--- src/rtl/core/fwv_pkg.sv ---
// package: request and result types, status codes and header constants
`timescale 1ns / 1ps

package fwv_pkg;

  localparam int unsigned HdrBytes = 6;
  localparam logic [7:0] FlagMask = 8'h03;

  typedef enum logic [2:0] {
    ST_OK      = 3'd0,
    ST_TRUNC   = 3'd1,
    ST_FW_SUM  = 3'd2,
    ST_CFG_LEN = 3'd3,
    ST_CFG_SUM = 3'd4
  } status_e;

  typedef struct packed {
    logic [7:0] data_byte;
    logic       last_byte;
  } in_t;

  typedef struct packed {
    status_e     status;
    logic        has_config;
    logic [31:0] firmware_length;
    logic [15:0] config_length;
    logic [1:0]  update_flag;
    logic [7:0]  sub_config_count;
  } out_t;

endpackage

--- src/rtl/core/fwv_track.sv ---
// image parser: header fields, running sums, position counters and final status
`timescale 1ns / 1ps

module fwv_track (
  input  logic         clk_i,
  input  logic         rst_ni,
  input  logic         step_i,
  input  fwv_pkg::in_t in_i,
  output fwv_pkg::out_t res_o
);

  localparam logic [31:0] PosMax = 32'hFFFF_FFFF;
  localparam logic [16:0] OffMax = 17'h1_FFFF;
  localparam logic [32:0] HdrLast = 33'(fwv_pkg::HdrBytes - 1);

  logic [31:0] pos_q, pos_d;
  logic [31:0] len_q, len_d;
  logic [15:0] bsum_q, bsum_d;
  logic [15:0] bexp_q, bexp_d;
  logic [15:0] plen_q, plen_d;
  logic [15:0] pexp_q, pexp_d;
  logic [15:0] psum_q, psum_d;
  logic [1:0]  pflag_q, pflag_d;
  logic [7:0]  pcnt_q, pcnt_d;
  logic [16:0] poff_q, poff_d;

  logic [7:0]  b;
  logic [32:0] p33;
  logic [32:0] be5;
  logic        in_hdr;
  logic        in_body;
  logic        trunc;
  logic        cfg;
  logic        clr;
  logic [16:0] plen_end;

  assign b   = in_i.data_byte;
  assign p33 = {1'b0, pos_q};
  // body end minus one: last body byte sits at length + 5
  assign be5 = {1'b0, len_q} + HdrLast;
  assign in_hdr  = p33 < 33'(fwv_pkg::HdrBytes);
  assign in_body = p33 <= be5;
  assign clr = step_i && in_i.last_byte;

  always_comb begin
    len_d   = len_q;
    bsum_d  = bsum_q;
    bexp_d  = bexp_q;
    plen_d  = plen_q;
    pexp_d  = pexp_q;
    psum_d  = psum_q;
    pflag_d = pflag_q;
    pcnt_d  = pcnt_q;
    poff_d  = poff_q;
    if (pos_q < 32'd4) begin
      len_d = {len_q[23:0], b};
    end else if (pos_q == 32'd4) begin
      bexp_d = {b, bexp_q[7:0]};
    end else if (pos_q == 32'd5) begin
      bexp_d = {bexp_q[15:8], b};
    end else if (in_body) begin
      bsum_d = bsum_q + {8'd0, b};
    end else begin
      if (poff_q == 17'd0) begin
        plen_d = {b, plen_q[7:0]};
      end else if (poff_q == 17'd1) begin
        plen_d = {plen_q[15:8], b};
      end else if (poff_q == 17'd2) begin
        pflag_d = 2'(b & fwv_pkg::FlagMask);
      end else if (poff_q == 17'd3) begin
        pcnt_d = b;
      end else if (poff_q == 17'd4) begin
        pexp_d = {b, pexp_q[7:0]};
      end else if (poff_q == 17'd5) begin
        pexp_d = {pexp_q[15:8], b};
      end else begin
        psum_d = psum_q + {8'd0, b};
      end
      // pack offset freezes with the position counter
      if (pos_q != PosMax && poff_q != OffMax) begin
        poff_d = poff_q + 17'd1;
      end
    end
    pos_d = (pos_q == PosMax) ? pos_q : pos_q + 32'd1;
  end

  // final status, built from the values after this byte
  assign trunc    = (pos_q < 32'd5) || (p33 < be5);
  assign cfg      = !trunc && !in_body;
  assign plen_end = {1'b0, plen_d} + 17'(fwv_pkg::HdrBytes - 1);

  always_comb begin
    res_o = '0;
    if (trunc) begin
      res_o.status = fwv_pkg::ST_TRUNC;
    end else if (bsum_d != bexp_d) begin
      res_o.status = fwv_pkg::ST_FW_SUM;
    end else if (cfg && poff_q != plen_end) begin
      res_o.status = fwv_pkg::ST_CFG_LEN;
    end else if (cfg && psum_d != pexp_d) begin
      res_o.status = fwv_pkg::ST_CFG_SUM;
    end else begin
      res_o.status = fwv_pkg::ST_OK;
    end
    res_o.has_config       = cfg;
    res_o.firmware_length  = len_d;
    res_o.config_length    = cfg ? plen_d : 16'd0;
    res_o.update_flag      = cfg ? pflag_d : 2'd0;
    res_o.sub_config_count = cfg ? pcnt_d : 8'd0;
  end

  always_ff @(posedge clk_i or negedge rst_ni) begin
    if (!rst_ni) begin
      pos_q   <= '0;
      len_q   <= '0;
      bsum_q  <= '0;
      bexp_q  <= '0;
      plen_q  <= '0;
      pexp_q  <= '0;
      psum_q  <= '0;
      pflag_q <= '0;
      pcnt_q  <= '0;
      poff_q  <= '0;
    end else if (clr) begin
      pos_q   <= '0;
      len_q   <= '0;
      bsum_q  <= '0;
      bexp_q  <= '0;
      plen_q  <= '0;
      pexp_q  <= '0;
      psum_q  <= '0;
      pflag_q <= '0;
      pcnt_q  <= '0;
      poff_q  <= '0;
    end else if (step_i) begin
      pos_q   <= pos_d;
      len_q   <= len_d;
      bsum_q  <= bsum_d;
      bexp_q  <= bexp_d;
      plen_q  <= plen_d;
      pexp_q  <= pexp_d;
      psum_q  <= psum_d;
      pflag_q <= pflag_d;
      pcnt_q  <= pcnt_d;
      poff_q  <= poff_d;
    end
  end

  // a finished image leaves the parser at the start of a new one
  a_clear_after_last : assert property (@(posedge clk_i) disable iff (!rst_ni)
    clr |=> (pos_q == 32'd0 && poff_q == 17'd0 && bsum_q == 16'd0))
    else $error("parser state not cleared after final byte");

  // pack offset only moves once the body is behind us
  a_poff_after_body : assert property (@(posedge clk_i) disable iff (!rst_ni)
    (step_i && !in_i.last_byte && (in_hdr || in_body)) |=> $stable(poff_q))
    else $error("pack offset moved inside header or body");

  // the result never claims a config pack on a truncated image
  a_trunc_no_cfg : assert property (@(posedge clk_i) disable iff (!rst_ni)
    (res_o.status == fwv_pkg::ST_TRUNC) |-> !res_o.has_config)
    else $error("truncated image reported with config pack");

endmodule

--- src/rtl/core/firmware_image_stream_validator.sv ---
// top level: request register, image parser and result register
//
//  channel | signals                           | direction | content
//  --------+-----------------------------------+-----------+---------------------------
//  in      | in_valid_i  in_ready_o  in_data_i | to block  | one image byte, last flag
//  out     | out_valid_o out_ready_i out_data_o| from block| status and header fields
//
// one image byte is taken per cycle; the parser works in the cycle after the
// request register loads, and the status is registered when the final byte advances.
// reset clears both stages and the parser, which starts at image offset zero.
// a held result only stalls a final byte: ordinary bytes keep flowing while
// the result register waits, so the input stalls only behind a second final byte.
`timescale 1ns / 1ps

module firmware_image_stream_validator (
  input  logic          clk_i,
  input  logic          rst_ni,
  input  logic          in_valid_i,
  output logic          in_ready_o,
  input  fwv_pkg::in_t  in_data_i,
  output logic          out_valid_o,
  input  logic          out_ready_i,
  output fwv_pkg::out_t out_data_o
);

  logic          s1_valid_q, s1_valid_d;
  fwv_pkg::in_t  s1_q;
  logic          out_valid_q, out_valid_d;
  fwv_pkg::out_t out_q;
  fwv_pkg::out_t res;
  logic          in_acc;
  logic          s1_adv;
  logic          out_load;

  // only a final byte needs a free result slot
  assign s1_adv     = s1_valid_q && (!s1_q.last_byte || !out_valid_q || out_ready_i);
  assign in_ready_o = !s1_valid_q || s1_adv;
  assign in_acc     = in_valid_i && in_ready_o;
  assign out_load   = s1_adv && s1_q.last_byte;

  fwv_track u_track (
    .clk_i  (clk_i),
    .rst_ni (rst_ni),
    .step_i (s1_adv),
    .in_i   (s1_q),
    .res_o  (res)
  );

  always_comb begin
    s1_valid_d = s1_valid_q;
    if (in_acc) begin
      s1_valid_d = 1'b1;
    end else if (s1_adv) begin
      s1_valid_d = 1'b0;
    end
    out_valid_d = out_valid_q;
    if (out_load) begin
      out_valid_d = 1'b1;
    end else if (out_ready_i) begin
      out_valid_d = 1'b0;
    end
  end

  always_ff @(posedge clk_i or negedge rst_ni) begin
    if (!rst_ni) begin
      s1_valid_q  <= 1'b0;
      out_valid_q <= 1'b0;
    end else begin
      s1_valid_q  <= s1_valid_d;
      out_valid_q <= out_valid_d;
    end
  end

  always_ff @(posedge clk_i) begin
    if (in_acc) begin
      s1_q <= in_data_i;
    end
    if (out_load) begin
      out_q <= res;
    end
  end

  assign out_valid_o = out_valid_q;
  assign out_data_o  = out_q;

  // backpressure only ever comes from a loaded request stage
  a_ready_cause : assert property (@(posedge clk_i) disable iff (!rst_ni)
    !in_ready_o |-> (s1_valid_q && s1_q.last_byte && out_valid_q && !out_ready_i))
    else $error("input stalled without a blocked final byte");

  // a result is produced only by a final byte
  a_result_source : assert property (@(posedge clk_i) disable iff (!rst_ni)
    (out_valid_q && !$past(out_valid_q)) |-> $past(s1_valid_q && s1_q.last_byte))
    else $error("result appeared without a final byte");

  // a waiting result is never overwritten
  a_no_overwrite : assert property (@(posedge clk_i) disable iff (!rst_ni)
    (out_valid_q && !out_ready_i) |-> !out_load)
    else $error("result register loaded while holding an untaken result");

endmodule

--- config.mk ---
export PLATFORM = sky130hd
export DESIGN_NAME = firmware_image_stream_validator
export DESIGN_NICKNAME = d
export VERILOG_FILES = /design/src/rtl/core/fwv_pkg.sv /design/src/rtl/core/fwv_track.sv /design/src/rtl/core/firmware_image_stream_validator.sv
export SDC_FILE = /design/constraint.sdc
export NUM_CORES = 1
export LEC_CHECK = 0
export BUFFER_PORTS_ARGS = -buffer_cell sky130_fd_sc_hd__buf_2
export CELL_PAD_IN_SITES_DETAIL_PLACEMENT = 1
export CELL_PAD_IN_SITES_GLOBAL_PLACEMENT = 2
export CORE_MARGIN = 3
export CORE_UTILIZATION = 41
export CTS_CLUSTER_SIZE = 25
export DETAILED_ROUTE_END_ITERATION = 12
export GPL_TIMING_DRIVEN = 0
export PLACE_DENSITY = 0.86
export SLEW_MARGIN = 15
export SYNTH_ARGS = -nofsm -noshare
export SYNTH_HDL_FRONTEND = slang
export SYNTH_HIERARCHICAL = 1
export SYNTH_SLANG_ARGS = --single-unit
--- constraint.sdc ---
create_clock -name clk_i -period 7 [get_ports clk_i]
set_input_delay 1.75 -clock clk_i [delete_from_list [all_inputs] [get_ports clk_i]]
set_output_delay 1.75 -clock clk_i [all_outputs]
set_load 0.05 [all_outputs]
==> results_dict.tcl, run 1 <==
set metrics [dict create \
    outcome "finished clean" \
    cts_tree "done" \
    vias 12368 \
    synth.most_common_cell "dfrtp_1" \
    htree_levels 1 \
    synth_cells 1491 \
    routed_wl_um 48400 \
    yosysTopAreaCell "dfrtp_1" \
    insertion_delay_ps 600 \
    ir_drop_v 0.000219 \
    cts.sinks 244 \
    cpMaxStageDelayCell "nor4_4" \
    die_w_um 197 \
    critical_path_class "flop to flop" \
    p_seq_share_pct 39.6 \
    skew_ps 32.8 \
    timing.final.hold_violations 0 \
    critPathMaxStageDelay_ps 380 \
    rsz0062_at_grt "no" \
    synthTopCellsByCount "dfrtp_1 (173), nor2_1 (135), nand2_1 (116)" \
    portBuffers 76 \
    yosysTopAreaCellShare_pct 29.0 \
    drc 0 \
    synth_cell_types 84 \
    slew_viol_final 0 \
    grt_overflow 0 \
    dpl-instance-area_mm2 0.0160 \
    setup_viol_count_final 0 \
    worstHoldPathType "flop to flop" \
    whs_path_depth 2 \
    reg2reg_from "u_track/len_q[5]$_DFFE_PN0P_" \
    critPathArrivalTime_ps 6980 \
    fin_crit_ps 6530 \
    wl_per_cell_um 23.2 \
    fmax_mhz 153 \
    cp_common_cell "nand3_1" \
    drive_gt1_share_pct 14.3 \
    die_area_mm2 0.0387 \
    design_area_mm2 0.0171 \
    worstHoldStart "u_track/bexp_q[13]$_DFFE_PN0P_" \
    maxCapViolCount 0 \
    cts.path.max_buffers 3 \
    worstHoldEndpoint "u_track/bexp_q[13]$_DFFE_PN0P_" \
    cp-end-kind "flop" \
    ys_seq_area_share_pct 43.3 \
    synth_top_flop_cell "dfrtp_1" \
    grt_pass1_vias 12809 \
    p_int_uw 2900 \
    seq_area_mm2 0.00646 \
    antenna_found_initial 0 \
    finalCritPeriodShare_pct 93.3 \
    p_per_area_mw_per_mm2 248 \
    setup-tns-final_ps 0 \
    antenna_cells 0 \
    worstSetupStartpointType "flop" \
    required_ps 7440 \
    ys_seq_elements 244 \
    syn_to_final_growth_pct 14.7 \
    r2r-end "out_data_o[61]$_DFFE_PP_" \
    synth-edff-count 71 \
    fp.dieH_um 197 \
    ios 77 \
    netlist_area_mm2 0.0149 \
    p_switching_uw 1350 \
    place.gp.congestion 0.924 \
    power_frac_clock_pct 39.0 \
    ys_top_cells_by_area "dfrtp_1 (29%), edfxtp_1 (14%), mux2i_1 (5.0%), ha_1 (4.9%), xnor2_1 (4.5%)" \
    r2r_cells 26 \
    core-area_mm2 0.0357 \
    fin_nets 1676 \
    rows 69 \
    drt-pass1-iter-count 5 \
    ant_nets 0 \
    clkTransAtPathRegs_ps 60 \
    n_fill_cell 4035 \
    switching_share_pct 31.7 \
    syn_area_per_cell_um2 10.0 \
    vias_per_cell 5.92 \
    leakage_uw 0.00719 \
    grt_max_degree 92 \
    slew_headroom_pct 35.1 \
    syn_nets 1564 \
    ys_async_sr_fraction_pct 70.9 \
    hpwlAfterDp_um 35200 \
    initial_utilization_pct 41.8 \
    r2r_slack_ps 470 \
    cts_buffers 30 \
    holdWs_ps 480 \
    grt_pass1_wl_um 76000 \
    grt_util_all_layers_pct 24.7 \
    multi_input_area_mm2 0.00803 \
    comb_power_share_pct 21.4 \
    clockRootBuffer "clkbuf_16" \
    worstPathMaxFanout 10 \
    ys.warnings.count 6 \
    worstMarginPinSlew_ps 966 \
    drt_iter0_markers 670 \
    p_total_uw 4250 \
]
==> cell type report <==
| cell class | count | share of cell area [%] |
|---|---|---|
| timing repair buffer | 80 | 2.76 |
| inverter | 34 | 0.745 |
| clock buffer | 32 | 4.43 |
| sequential | 244 | 37.7 |
| clock inverter | 24 | 1.71 |
| buffer | 91 | 2.35 |
| multi-input combinational | 1122 | 46.9 |
| tap | 461 | 3.37 |
==> critical path: cells and delay by family, from the launching register on <==
| kind | cells | cell delay (ps) |
|---|---|---|
| AND/OR/NAND/NOR | 13 | 2820 |
| multiplexers | 2 | 600 |
| flip-flops | 1 | 340 |
| adder cells (fa/ha/maj) | 2 | 600 |
| AO/OA/AOI/OAI | 4 | 1210 |
| XOR/XNOR | 2 | 250 |
| buffers and inverters | 3 | 540 |
==> registers in the layout, summed over array words and instances (netlist names) <==
register / count
out_data_o: 62
u_track/len_q: 32
u_track/pos_q: 32
u_track/poff_q: 17
u_track/bexp_q: 16
u_track/bsum_q: 16
u_track/pexp_q: 16
u_track/plen_q: 16
u_track/psum_q: 16
s1_q: 9
u_track/pcnt_q: 8
u_track/pflag_q: 2
out_valid_o: 1
s1_valid_q: 1
==> worst max-delay path by stage <==
stage	slack (ps)	depth (start not counted)	start	to
after floorplan	1300	26	u_track/len_q[3]$_DFFE_PN0P_	out_data_o[59]$_DFFE_PP_
after global placement	-160	24	u_track/len_q[6]$_DFFE_PN0P_	out_data_o[61]$_DFFE_PP_
after detailed placement	-380	25	u_track/len_q[6]$_DFFE_PN0P_	out_data_o[61]$_DFFE_PP_
after CTS	20	25	u_track/len_q[6]$_DFFE_PN0P_	out_data_o[61]$_DFFE_PP_
after global routing	0.7	26	u_track/len_q[5]$_DFFE_PN0P_	out_data_o[61]$_DFFE_PP_
final	470	26	u_track/len_q[5]$_DFFE_PN0P_	out_data_o[61]$_DFFE_PP_
==> cells by family after synthesis <==
logic type               Yosys count  share of synthesized area [%]
multiplexers                     112                           7.84
adder cells (fa/ha/maj)           60                           5.13
buffers and inverters            125                           3.53
AO/OA/AOI/OAI                    321                           15.2
XOR/XNOR                         138                           8.10
AND/OR/NAND/NOR                  491                           16.9
flip-flops                       244                           43.3
==> placed cells by master (no fill, tap or decap), types with 29 or more instances in the layout <==
master	synthesis	final
a21oi_1	46	46
a22o_1	36	36
a22oi_1	29	29
buf_2	14	89
clkbuf_1	61	62
clkbuf_16	0	30
dfrtp_1	173	173
edfxtp_1	71	71
ha_1	58	58
inv_1	34	34
mux2_2	36	36
mux2i_1	75	73
nand2_1	116	116
nand3_1	51	49
nand4_1	33	33
nor2_1	135	134
o21ai_0	77	76
o2bb2ai_1	41	41
xnor2_1	77	77
xor2_1	61	61
==> metal layers <==
layer / vias up / global-route usage, % / share of wire, %
met1: 6328 / 33.1 / 44
met4: 0 / 6.94 / 3.0
met2: 239 / 42.7 / 49
met3: 81 / 2.80 / 3.8
li1: 5720 / - / -
met5: - / 0 / 0
==> metrics by stage <==
step                cells  setup WS [ps]  util (%)
floorplan            1491           1300         -
global placement     2028           -155      44.4
detailed placement   2031           -377      44.7
CTS                  2087           21.5      47.7
global route         2088          0.712      47.9
finish               2088            467      47.9
==> power by group through the flow <==
stage	clock network (µW)	registers, µW	logic (µW)
floorplan	0	1750	571
global placement	0	1700	854
detailed placement	0	1710	887
CTS	1690	1680	896
global route	1750	1700	997
finish	1660	1680	912
==> timing repair <==
action,CTS,global route
buffers inserted,0,1
hold buffers,0,0
pin swaps,0,2
resized for setup,3,15
setup endpoints to repair,3,3
(Power assumes the default switching activity.)
==> run 2: changes to the inputs <==
--- a/config.mk
+++ b/config.mk
@@ -9,11 +9,11 @@
 export CELL_PAD_IN_SITES_DETAIL_PLACEMENT = 1
 export CELL_PAD_IN_SITES_GLOBAL_PLACEMENT = 2
 export CORE_MARGIN = 3
-export CORE_UTILIZATION = 41
+export CORE_UTILIZATION = 30
 export CTS_CLUSTER_SIZE = 25
 export DETAILED_ROUTE_END_ITERATION = 12
 export GPL_TIMING_DRIVEN = 0
-export PLACE_DENSITY = 0.86
+export PLACE_DENSITY = 0.67
 export SLEW_MARGIN = 15
 export SYNTH_ARGS = -nofsm -noshare
 export SYNTH_HDL_FRONTEND = slang
==> run 2 against run 1 <==
Against the previous run: maximum frequency rose by 0.31%; first-iteration DRC count increased by 2.5%; combinational power fell by 0.7%; critical endpoint is now out_data_o[59]$_DFFE_PP_; largest cell class unchanged; worst setup slack improved by 20 ps; critical path depth stayed put; global-route usage is 5.7 points lower; clock-buffer cell count is 9 higher; flip-flop and latch count unchanged; register-to-register slack better by 20 ps.
==> results_dict.tcl, run 2 (synthesized netlist as in run 1, its figures left out) <==
set metrics [dict create \
    required_ps 7330 \
    rows 81 \
    r2r-end "out_data_o[59]$_DFFE_PP_" \
    drive_gt1_share_pct 14.5 \
    slew_headroom_pct 26.9 \
    design_area_mm2 0.0173 \
    cts.sinks 244 \
    grt_pass1_wl_um 77900 \
    die_area_mm2 0.0525 \
    cp-startpoint "u_track/len_q[5]$_DFFE_PN0P_" \
    vias 12160 \
    worstSetupStartpointType "flop" \
    fin_crit_ps 6510 \
    drt_iter0_markers 687 \
    dpl-instance-area_mm2 0.0162 \
    reg2reg_from "u_track/len_q[5]$_DFFE_PN0P_" \
    cp-end-kind "flop" \
    n_fill_cell 5631 \
    hpwlAfterDp_um 37300 \
    grt_max_degree 89 \
    cp_common_cell "nor2_1" \
    fin_ws_ps 487 \
    p_per_area_mw_per_mm2 241 \
    layout_common_cells "dfrtp_1 (173), nor2_1 (134), nand2_1 (116)" \
    cts_tree "done" \
    place.gp.congestion 0.857 \
    r2r_slack_ps 490 \
    cts_buffers 31 \
    core-area_mm2 0.0491 \
    worstMarginPinSlew_ps 1100 \
    fmax_mhz 154 \
    fp.dieH_um 229 \
    worstHoldPathType "flop to flop" \
    ctsHoldBuffers 0 \
    ant_nets 0 \
    leakage_uw 0.00719 \
    fin_nets 1677 \
    grt_util_all_layers_pct 19.0 \
    slew_viol_final 0 \
    routed_wl_um 50900 \
    drc 0 \
    grt_overflow 0 \
    insertion_delay_ps 590 \
    maxCapViolCount 0 \
    syn_to_final_growth_pct 16.2 \
    htree_levels 1 \
    place_ws_ps -540 \
    worstPathMaxFanout 10 \
    finalCritPeriodShare_pct 93.0 \
    critPathArrivalTime_ps 6840 \
    ios 77 \
    setup_viol_count_final 0 \
    r2r_cells 26 \
    die_w_um 229 \
    whs_path_depth 1 \
    antenna_found_initial 0 \
    worstHoldEndpoint "u_track/pflag_q[0]$_DFFE_PN0P_" \
    wl_per_cell_um 22.2 \
    largest_reg_flops 62 \
    cpMaxStageDelayCell "o31ai_1" \
    grt_pass1_vias 12507 \
    portBuffers 76 \
    critPathMaxStageDelay_ps 400 \
    worstHoldStart "u_track/pflag_q[0]$_DFFE_PN0P_" \
    cts.path.max_buffers 3 \
    final_common_cell "dfrtp_1" \
    clockRootBuffer "clkbuf_16" \
    rsz0062_at_grt "no" \
    critical_path_class "flop to flop" \
    skew_ps 28.2 \
    clkTransAtPathRegs_ps 70 \
    setup-tns-final_ps 0 \
    timing.final.hold_violations 0 \
    antenna_cells 0 \
    initial_utilization_pct 30.4 \
    drt-pass1-iter-count 4 \
    outcome "finished clean" \
    vias_per_cell 5.30 \
    ir_drop_v 0.000200 \
]
-- run 2: cell count changes in the layout (fill, tap and decap cells not counted), sizes merged --
cell | before | now
buf | 109 | 110
clkbuf | 94 | 102
clkinv | 13 | 11
inv | 36 | 35
bufinv | 5 | 1
-- run 2: through the flow --
step	util, %	hold WS, ps	instances	power [µW]
2_1_floorplan	-	446	1491	2320
3_3_place_gp	32.9	464	2231	2580
3_5_place_dp	33.1	473	2235	2610
4_1_cts	35.3	487	2293	4240
5_1_grt	35.4	514	2293	4410
6_report	35.4	482	2293	4190
-- run 2: area by class of cell --
class | instances | area, µm² | area share [%]
well taps | 664 | 831 | 4.79
flip-flops and latches | 244 | 6460 | 37.2
plain buffers | 90 | 399 | 2.30
multi-input cells | 1122 | 8030 | 46.3
clock inverters | 17 | 133 | 0.765
inverters | 34 | 128 | 0.736
repair buffers | 81 | 470 | 2.71
clock buffers | 41 | 893 | 5.15
-- run 2: power by group --
part           internal, µW  switching (µW)
logic                   344             562
clock network           932             665
registers              1580             102
-- run 2: timing repair --
item,4_1_cts,5_1_grt
endpoints found under the setup margin,3,3
resized for setup,7,11
pin swaps,1,2
buffers inserted,1,0
-- run 2: worst max path at each step --
stage | to | slack (ps) | cells past startpoint
2_1_floorplan | out_data_o[59]$_DFFE_PP_ | 1300 | 26
3_3_place_gp | out_data_o[59]$_DFFE_PP_ | -490 | 24
3_5_place_dp | out_data_o[59]$_DFFE_PP_ | -540 | 24
4_1_cts | out_data_o[59]$_DFFE_PP_ | 20 | 26
5_1_grt | out_data_o[59]$_DFFE_PP_ | 70 | 26
6_report | out_data_o[59]$_DFFE_PP_ | 490 | 26
-- run 2: routing by layer --
metal / vias to the layer above / share of wire (%) / GRT usage, % / wire length [µm]
li1: 5701 / - / - / -
met1: 6222 / 46 / 25.9 / 23600
met2: 176 / 49 / 32.5 / 24800
met3: 61 / 2.8 / 2.15 / 1450
met4: 0 / 2.1 / 4.29 / 1070
met5: - / 0 / 0 / 0
-- run 2: worst max-delay path, delay by kind of cell (launching register included) --
| family | cells | cell delay, ps |
|---|---|---|
| flip-flops | 1 | 320 |
| buffers and inverters | 3 | 540 |
| adder cells (fa/ha/maj) | 2 | 610 |
| AO/OA/AOI/OAI | 3 | 950 |
| AND/OR/NAND/NOR | 14 | 2760 |
| XOR/XNOR | 1 | 160 |
| multiplexers | 3 | 900 |
